<file path="config.mk">
export PLATFORM = sky130hd
export DESIGN_NAME = sdb_slot
export DESIGN_NICKNAME = d
export VERILOG_FILES = /design/src/rtl/core/sdb_pkg.sv /design/src/rtl/core/sdb_slot.sv
export SDC_FILE = /design/constraint.sdc
export NUM_CORES = 1
export LEC_CHECK = 0
export ABC_AREA = 1
export BUFFER_PORTS_ARGS = -buffer_cell sky130_fd_sc_hd__buf_2
export CAP_MARGIN = 15
export CORE_UTILIZATION = 46
export CTS_CLUSTER_DIAMETER = 40
export DETAILED_ROUTE_END_ITERATION = 12
export PLACE_DENSITY_LB_ADDON = 0.12
export SYNTH_ARGS = -nofsm -noshare
export SYNTH_HDL_FRONTEND = slang
export SYNTH_SLANG_ARGS = --single-unit
</file>
<file path="constraint.sdc">
create_clock -name clk -period 0.8 [get_ports clk]
set_input_delay 0.08 -clock clk [delete_from_list [all_inputs] [get_ports clk]]
set_output_delay 0.08 -clock clk [all_outputs]
set_load 0.005 [all_outputs]
</file>
<file path="src/rtl/core/sdb_pkg.sv">
package sdb_pkg;

  localparam int NUM_PIXELS_DEF = 65536;

  localparam int IDX_W  = 16;
  localparam int PIX_W  = 8;
  localparam int GAIN_W = 4;
  localparam int VAR_W  = 8;
  localparam int CFG_W  = 8;
  localparam int PROD_W = PIX_W + GAIN_W;

  localparam logic [GAIN_W-1:0] GAIN_RST    = GAIN_W'(2);
  localparam logic [VAR_W-1:0]  VAR_MIN_RST = VAR_W'(2);
  localparam logic [VAR_W-1:0]  VAR_MAX_RST = VAR_W'(255);

  typedef enum logic [1:0] {
    CFG_GAIN    = 2'd0,
    CFG_VAR_MIN = 2'd1,
    CFG_VAR_MAX = 2'd2
  } cfg_idx_t;

  typedef enum logic {
    OP_INIT   = 1'b0,
    OP_UPDATE = 1'b1
  } op_t;

endpackage

</file>
<file path="src/rtl/core/sdb_slot.sv">
module sdb_slot
  import sdb_pkg::*;
#(
  parameter int NUM_PIXELS = NUM_PIXELS_DEF,
  parameter int AW         = $clog2(NUM_PIXELS)
) (
  input  logic             clk,
  input  logic             adv,
  input  logic [IDX_W-1:0] idx,
  output logic [AW-1:0]    slot
);

  // Two-stage map of a pixel index onto a store slot (index modulo depth).
  generate
    if (NUM_PIXELS >= (1 << IDX_W)) begin : g_direct
      logic [IDX_W-1:0] idx_d;

      always_ff @(posedge clk) begin
        if (adv) begin
          idx_d <= idx;
          slot  <= AW'(idx_d);
        end
      end
    end else begin : g_recip
      localparam int          REC_SH = 32;
      localparam logic [31:0] RECIP  = 32'((64'd1 << REC_SH) / 64'(NUM_PIXELS));
      localparam logic [IDX_W:0] DEPTH = (IDX_W+1)'(NUM_PIXELS);

      logic [IDX_W+31:0] prod;
      logic [IDX_W-1:0]  quo;
      logic [IDX_W-1:0]  idx_d;
      logic [2*IDX_W:0]  back;
      logic [IDX_W:0]    rem;
      logic [IDX_W:0]    rem_fix;

      // Quotient estimate is low by at most one; one subtract corrects it.
      assign prod    = (IDX_W+32)'(idx) * (IDX_W+32)'(RECIP);
      assign back    = (2*IDX_W+1)'(quo) * (2*IDX_W+1)'(DEPTH);
      assign rem     = {1'b0, idx_d} - back[IDX_W:0];
      assign rem_fix = (rem >= DEPTH) ? (rem - DEPTH) : rem;

      always_ff @(posedge clk) begin
        if (adv) begin
          quo   <= prod[REC_SH +: IDX_W];
          idx_d <= idx;
          slot  <= rem_fix[AW-1:0];
        end
      end
    end
  endgenerate

endmodule

</file>
Word-level counts from Yosys, hierarchy flattened
Index checks and enable logic that the tools add are counted.

word-level totals
  register bits after elaboration = 32
  input bits = 18
  output and inout port bits = 16
  logic and storage cells = 2

Logic depth before layout (Yosys ltp)
Gate-level depths: netlist of the first run.

  word-level depth = 0
  depth in mapped cells = 0
  depth with buffers taken out = 0

Worst setup path before layout of the first run
Ideal clock, no wire load.

  kind = flip-flop to flip-flop
  start point = register g_direct.idx_d[0]
  end point = register slot[0], data pin
  library setup time = 266 ps
  data arrival time = 323 ps
  data required time = 534 ps
  setup slack = 211 ps
  cell stages (with the launch flop) = 1
  buffers on the path = 0
  clock period less this slack = 589 ps
  path through = edfxtp_1

RTL lines
  item                    RTL line        RTL
  from (decl)             sdb_slot.sv:16  logic [IDX_W-1:0] idx_d;
  from (signal assigned)  sdb_slot.sv:20  idx_d <= idx;
  to (signal assigned)    sdb_slot.sv:21  slot <= AW'(idx_d);
  to (decl)               sdb_slot.sv:10  output logic [AW-1:0] slot

No word-level cell between the ends.

Worst setup path after layout of the first run
  start point = register slot[4]
  end point = output port slot[4]

No word-level cell between the ends.

==> summary.md, run 1 <==
| Metric | Value |
|---|---|
| Failing checks | setup timing |
| DR vias | 504 |
| Worst Setup SP | slot[4] |
| Number of slew-limit violations in the final report | 0 |
| Grt total ovfl | 0 |
| Worst Path Buf+Inv | 1 |
| Synthesized Nets | 50 |
| Post-route ant nets | 0 |
| Die Span Y | 47.71 um |
| Reg2reg path depth | 0 |
| Final Hold Viols | 0 |
| GR Util met2 | 0.2243 |
| Die Wd | 47.71 um |
| Pleak | 0.5556 nW |
| CP Capture Type | output pin |
| Cell count after placement | 94 |
| Worst-skew pair later-pin latency | 0.30 ns |
| Largest net degree at the start of global routing | 17 |
| Fillers | 142 |
| Slew Limit Headroom | 0.9318 |
| First-pass GRT wire length | 1.649 mm |
| Outcome | finished, violations left |
| Number of max-cap violations | 0 |
| Post-DR wirelength/cell | 10.05 um |
| Critical Path Stages | 1 |
| Worst reg2reg path endpoint | slot[14] |
| Total GRT Usage | 0.1211 |
| Core area | 1962 um^2 |
| Achievable frequency | 1.122 GHz |
| GR peak layer | met2 |
| Most frequent cells in the layout | 33 x buf_2, 32 x edfxtp_1, 16 x dlygate4sd3_1 |
| Post-synthesis mux area share | 0 |
| Count of multi-input gates | 0 |
| RSZ-0062 raised after global routing | yes |
| Critical Path RT | 0.72 ns |
| Fin crit share | 1.114 |
| CP Capture Point | slot[4] |
| Syn Inst Count | 32 |
| Root Buffer Master | clkbuf_4 |
| DP Area | 1200 um^2 |
| Cell Area, Synth | 960.9 um^2 |
| Met3 Use GR | 0.05660 |
| Adder-Cell Fraction of Synth Area | 0 |
| Cell variety after synth | 1 |
| Multi-input logic area | 0 um^2 |
| Worst-path clk slew | 0.08 ns |
| Inserted Clock Buffers | 5 |
| Pre-antenna DRT Iters | 3 |
| Worst clock skew | 0.002290 ns |
| Clk sinks | 32 |
| Vias in the first global route | 434 |
| PnR worst setup slack | -0.09118 ns |
| Maximum vdd drop | 1.432 mV |
| Post-route DRC | 0 |
| WL final | 1.186 mm |
| Number of antenna violations at the first check in global routing | 0 |
| Least-Margin Pin Slew | 0.1030 ns |
| Post-synthesis compound-gate area fraction | 0 |
| Sequential share of the synthesized area | 1.000 |
| Layout Cells excl Fill | 118 |
| #FFs+latches synth | 32 |
| Nets | 108 |
| Slowest stage delay, CP | 0.37 ns |
| Diodes inserted | 0 |
| Setup_tns | -1.190 ns |
| Crit start category | flip-flop |
| PD cells | 2115 nW/um^2 |
| Synthesized area per cell | 30.03 um^2 |
| Ports | 34 |
| Synth Area in Simple Gates | 0 |
| Warnings, synthesis | 0 |
| Setup violators final | 16 |
| Min-delay worst type | in -> reg |
| Drt initial violations | 7 |
| Std cell rows | 16 |
| Port buffer count | 33 |
| CP Max Fanout | 1 |
| Origin of the critical flop-to-flop path | g_direct.idx_d[14] |
| Commonest non-fill, non-tap cell in the layout | buf_2 |
| Clk buf depth | 2 |
| Final Cell Area | 1409 um^2 |
| Initial Utilization | 0.4898 |
| H-tree levels | 2 |
| Die area | 2276 um^2 |
| Flip-flop and latch area | 960.9 um^2 |
| Avg Vias per Cell | 4.271 |
| TritonCTS clock tree | built |
| Setup CP Type | reg -> out |
| Shortest period the worst path allows | 0.8912 ns |
| Worst path slowest cell | edfxtp_1 |
| GR Util met1 | 0.09635 |
| R2r setup slk | 0.17 ns |
| Crit-path leading delay family | flip-flops |
| Layout cells sized above 1 | 0.4396 |
| RePlAce Congestion | 0.5932 |
| Worst-path cell chain | buf_2 |
| Worst Path Arrival | 0.81 ns |
| Xor and xnor area share after synthesis | 0 |
| Area Overhead vs Synth | 46.61% |
==> through the flow <==
step	setup WS, ns	power [mW]	hold WS, ns	utilization
global placement	0.1316	2.191	0.2581	0.6116
finish	-0.09118	2.980	0.1950	0.7181
floorplan	0.2112	2.056	0.1789	-
detailed placement	0.1255	2.201	0.2581	0.6116
global route	-0.1489	3.110	0.1902	0.7181
CTS	-0.1188	3.020	0.1846	0.7181
==> how the worst min path moves through the flow <==
| stage | from | to | slack (ns) | cells past startpoint |
|---|---|---|---|---|
| 2_1_floorplan | idx[0] | g_direct.idx_d[0] | 0.18 | 0 |
| 3_3_place_gp | idx[0] | g_direct.idx_d[0] | 0.26 | 1 |
| 3_5_place_dp | idx[3] | g_direct.idx_d[3] | 0.26 | 1 |
| 4_1_cts | adv | g_direct.idx_d[4] | 0.18 | 2 |
| 5_1_grt | adv | g_direct.idx_d[4] | 0.19 | 2 |
| 6_report | adv | g_direct.idx_d[4] | 0.19 | 2 |
==> power by group <==
group / internal [mW] / switching, mW
clock network: 0.337 / 0.425
logic: 0.132 / 0.0747
registers: 1.98 / 0.0264
==> registers in the layout, summed over array words and instances, names as in the netlist <==
name,count
g_direct.idx_d,16
slot,16
==> final cells by class <==
type                    count  area share
clock inverters             1    0.002664
well taps                  27     0.02398
repair buffers             51      0.2593
flip-flops and latches     32      0.6821
clock buffers               7     0.03197
==> timing repair <==
| item | CTS | global route |
|---|---|---|
| endpoints found under the hold margin | 16 | 0 |
| setup endpoints to repair | 16 | 16 |
| hold buffers | 16 | 0 |
| buffers inserted | 0 | 0 |
| gates resized for setup | 0 | 0 |
==> routing by layer <==
metal	wire length, um	up-vias
met5	0	-
met4	0	0
met3	76	0
met2	735	23
met1	373	233
li1	-	248
==> cells in the mapped netlist <==
library cell / count / area, um^2
edfxtp_1: 32 / 960.9
==> cells by family (layout without fill, tap and decap cells) <==
family / Yosys count / count (layout)
buffers and inverters: 0 / 59
DFF: 32 / 32
(Power assumes the default switching activity.)
==> inputs of run 2 (changes only) <==
CORE_ASPECT_RATIO = 1.25   (was unset)
==> summary.md, run 2 (synthesis gave the netlist of run 1 again) <==
| Metric | Value |
|---|---|
| Outcome | finished, violations left |
| Failing checks | setup timing |
| Maximum vdd drop | 1.404 mV |
| Layout cells sized above 1 | 0.4396 |
| Initial Utilization | 0.4848 |
| Biggest regs | g_direct.idx_d x16, slot x16 |
| Worst-path clk slew | 0.09 ns |
| Post-CTS resize count | 0 |
| Final Hold Viols | 0 |
| Worst-path cell chain | buf_2 |
| Area Overhead vs Synth | 45.70% |
| Number of antenna violations at the first check in global routing | 0 |
| Least-Margin Pin Slew | 0.1035 ns |
| PnR worst setup slack | -0.1092 ns |
| Std cell rows | 18 |
| Final Cell Area | 1400 um^2 |
| Slowest stage delay, CP | 0.38 ns |
| Count of multi-input gates | 0 |
| Port buffer count | 33 |
| Clk sinks | 32 |
| RSZ-0062 raised after global routing | yes |
| Achievable frequency | 1.100 GHz |
| CP Capture Type | output pin |
| Clk buf depth | 2 |
| Post-route ant nets | 0 |
| Pre-antenna DRT Iters | 2 |
| Min-delay worst type | in -> reg |
| Root Buffer Master | clkbuf_4 |
| Multi-input logic area | 0 um^2 |
| Pleak | 0.5556 nW |
| Setup CP Type | reg -> out |
| Total power | 3.023 mW |
| Die Wd | 42.88 um |
| Die area | 2277 um^2 |
| Slew Limit Headroom | 0.9315 |
| Critical Path RT | 0.72 ns |
| Avg Vias per Cell | 4.468 |
| Ports | 34 |
| Most frequent cells in the layout | 33 x buf_2, 32 x edfxtp_1, 16 x dlygate4sd3_1 |
| Worst path slowest cell | edfxtp_1 |
| Crit-path leading delay family | flip-flops |
| Largest net degree at the start of global routing | 17 |
| Number of slew-limit violations in the final report | 0 |
| WL final | 1.305 mm |
| Commonest non-fill, non-tap cell in the layout | buf_2 |
| Drt initial violations | 8 |
| Nets | 108 |
| Core area | 1982 um^2 |
| TritonCTS clock tree | built |
| Total GRT Usage | 0.1255 |
| Post-route DRC | 0 |
| Final Hold Slack | 0.1871 ns |
| Die Span Y | 53.10 um |
| CP Max Fanout | 1 |
| Worst Path Buf+Inv | 1 |
| Inserted Clock Buffers | 5 |
| First-pass GRT wire length | 1.842 mm |
| PD cells | 2159 nW/um^2 |
| Diodes inserted | 0 |
| DR vias | 496 |
| Worst Setup SP | slot[0] |
| Setup violators final | 16 |
| Grt total ovfl | 0 |
| Post-CTS Setup Bufs | 0 |
| Worst-skew pair later-pin latency | 0.31 ns |
| DP Area | 1191 um^2 |
| Post-DR wirelength/cell | 11.76 um |
| Fin crit share | 1.136 |
| Crit start category | flip-flop |
| Number of max-cap violations | 0 |
| Worst clock skew | 0.003562 ns |
| Worst Path Arrival | 0.83 ns |
| Shortest period the worst path allows | 0.9092 ns |
| RePlAce Congestion | 0.5989 |
| Origin of the critical flop-to-flop path | g_direct.idx_d[13] |
| Vias in the first global route | 468 |
| H-tree levels | 2 |
| HP Start | adv |
run 2: where the power goes:
part	internal [mW]	switching, mW
clock network	0.337	0.465
registers	1.98	0.0250
logic	0.132	0.0782
run 2: area by class of cell:
| type | count | area [um^2] |
|---|---|---|
| repair buffers | 51 | 365.4 |
| flip-flops and latches | 32 | 960.9 |
| clock inverters | 1 | 3.754 |
| clock buffers | 7 | 45.04 |
| fillers | 124 | 581.8 |
| well taps | 20 | 25.02 |
run 2: worst paths after layout:
path | to | cells after the start | slack, ns
max | slot[0] | 1 | -0.11
min | slot[5] | 2 | 0.19
max reg2reg | slot[13] | 0 | 0.17
min reg2reg | slot[5] | 0 | 0.42
run 2: routing by layer:
| layer | vias to the layer above | part of all wire | track usage |
|---|---|---|---|
| met5 | - | 0 | 0 |
| met4 | 0 | 0.013 | 0.06250 |
| met3 | 2 | 0.044 | 0.09215 |
| met2 | 21 | 0.55 | 0.2045 |
| met1 | 226 | 0.39 | 0.1135 |
| li1 | 247 | - | - |
run 2: what timing repair did:
action / 4_1_cts / 5_1_grt
hold buffers: 16 / 0
setup endpoints to repair: 16 / 16
endpoints found under the hold margin: 16 / 0
pin swaps: 0 / 0
run 2: through the flow:
stage	worst slack, ns	cells	TNS [ns]	util
after global routing	-0.1644	111	-2.302	0.7064
final	-0.1092	111	-1.410	0.7064
after CTS	-0.1371	111	-1.800	0.7064
after global placement	0.1312	87	0	0.6010
after detailed placement	0.1248	87	0	0.6010
after floorplan	0.2112	32	0	-
==> inputs of run 3 (changes only) <==
RECOVER_POWER = 50   (was unset)
==> summary.md, run 3 (synthesis gave the netlist of run 1 again) <==
| Metric | Value |
|---|---|
| Outcome | finished, violations left |
| Failing checks | setup timing |
| Crit-path leading delay family | flip-flops |
| Drt initial violations | 7 |
| Worst-path clk slew | 0.09 ns |
| Final core occ | 0.6907 |
| Inserted Clock Buffers | 5 |
| Least-Margin Pin Slew | 0.3871 ns |
| DR vias | 487 |
| Die area | 2277 um^2 |
| Worst path slowest cell | edfxtp_1 |
| Vias in the first global route | 468 |
| RSZ-0062 raised after global routing | yes |
| Worst-skew pair later-pin latency | 0.31 ns |
| Maximum vdd drop | 1.402 mV |
| Most frequent cells in the layout | 32 x edfxtp_1, 32 x buf_2, 16 x dlygate4sd3_1 |
| WL final | 1.310 mm |
| Count of multi-input gates | 0 |
| Post-CTS resize count | 0 |
| Biggest regs | g_direct.idx_d x16, slot x16 |
| Clk sinks | 32 |
| Crit start category | flip-flop |
| Setup CP Type | reg -> out |
| Origin of the critical flop-to-flop path | g_direct.idx_d[13] |
| Die Wd | 42.88 um |
| Worst reg2reg path endpoint | slot[13] |
| Worst-path cell chain | buf_2 |
| Grt total ovfl | 0 |
| Pre-antenna DRT Iters | 2 |
| Total GRT Usage | 0.1255 |
| Layout cells sized above 1 | 0.4286 |
| CP Max Fanout | 1 |
| Port buffer count | 33 |
| Avg Vias per Cell | 4.387 |
| CP Capture Type | output pin |
| Core area | 1982 um^2 |
| Root Buffer Master | clkbuf_4 |
| Std cell rows | 18 |
| Setup_tns | -1.435 ns |
| TritonCTS clock tree | built |
| Clk buf depth | 2 |
| Ports | 34 |
| Number of slew-limit violations in the final report | 0 |
| Total power | 3.009 mW |
| Worst clock skew | 0.006508 ns |
| Critical Path RT | 0.72 ns |
| Post-route DRC | 0 |
| Fin crit share | 1.137 |
| Reg2reg path depth | 0 |
| Number of antenna violations at the first check in global routing | 0 |
| Critical Path Stages | 1 |
| Final Hold Viols | 0 |
| Cell count after placement | 87 |
| Multi-input logic area | 0 um^2 |
| PD cells | 2198 nW/um^2 |
| PnR worst setup slack | -0.1093 ns |
| Pleak | 0.5423 nW |
| CP Capture Point | slot[0] |
| Die Span Y | 53.10 um |
| Largest net degree at the start of global routing | 17 |
| Number of max-cap violations | 0 |
| Post-route ant nets | 0 |
| Slew Limit Headroom | 0.7419 |
| Min-delay worst type | in -> reg |
| RePlAce Congestion | 0.5989 |
| Post-CTS Setup Bufs | 0 |
| First-pass GRT wire length | 1.842 mm |
| Initial Utilization | 0.4848 |
| Setup violators final | 16 |
| Worst Setup SP | slot[0] |
| Achievable frequency | 1.100 GHz |
| R2r setup slk | 0.17 ns |
| Shortest period the worst path allows | 0.9093 ns |
| Worst Path Buf+Inv | 1 |
| Diodes inserted | 0 |
| Layout Cells excl Fill | 111 |
| Nets | 108 |
| Worst Path Arrival | 0.83 ns |
| Slowest stage delay, CP | 0.38 ns |
| Area Overhead vs Synth | 42.45% |
| Post-DR wirelength/cell | 11.80 um |
| H-tree levels | 2 |
[run 3: cell types whose count changed in the layout (fill, tap and decap cells not counted), sizes merged]
cell    delta
buf        -3
clkbuf     +3
[run 3: power breakdown]
group	internal [mW]	switching (mW)	total (mW)
Combinational	0.115	0.0754	0.191
Sequential	1.99	0.0249	2.01
Clock	0.337	0.471	0.808
[run 3: routing by layer]
metal / wire (um) / track usage / vias to the layer above / part of all wire
met5: 0 / 0 / - / 0
met4: 17 / 0.06250 / 0 / 0.013
met3: 58 / 0.09215 / 2 / 0.044
met2: 725 / 0.2045 / 21 / 0.55
met1: 509 / 0.1135 / 218 / 0.39
li1: - / - / 246 / -
[run 3: final cells by class]
| cell class | count | area [um^2] |
|---|---|---|
| clock buffer | 7 | 45.04 |
| timing repair buffer | 51 | 334.1 |
| tap | 20 | 25.02 |
| fill | 127 | 613.1 |
| clock inverter | 1 | 3.754 |
| sequential | 32 | 960.9 |
[run 3: worst min path at each step]
| stage | start | end | cells past startpoint | slack (ns) |
|---|---|---|---|---|
| 2_1_floorplan | idx[0] | g_direct.idx_d[0] | 0 | 0.18 |
| 3_3_place_gp | idx[5] | g_direct.idx_d[5] | 1 | 0.26 |
| 3_5_place_dp | idx[10] | g_direct.idx_d[10] | 1 | 0.26 |
| 4_1_cts | adv | g_direct.idx_d[14] | 2 | 0.17 |
| 5_1_grt | adv | slot[5] | 2 | 0.35 |
| 6_report | adv | g_direct.idx_d[9] | 2 | 0.35 |
[run 3: through the flow]
stage / setup slack [ns] / instance area [um^2] / hold slack [ns]
2_1_floorplan: 0.2112 / 960.9 / 0.1789
3_3_place_gp: 0.1312 / 1191 / 0.2572
3_5_place_dp: 0.1248 / 1191 / 0.2581
4_1_cts: -0.1371 / 1400 / 0.1700
5_1_grt: -0.1644 / 1369 / 0.3470
6_report: -0.1093 / 1369 / 0.3542
[run 3: what timing repair did]
| action | CTS | global route |
|---|---|---|
| endpoints found under the hold margin | 16 | 0 |
| hold buffers | 16 | 0 |
| gates cloned | 0 | 0 |
| endpoints found under the setup margin | 16 | 16 |
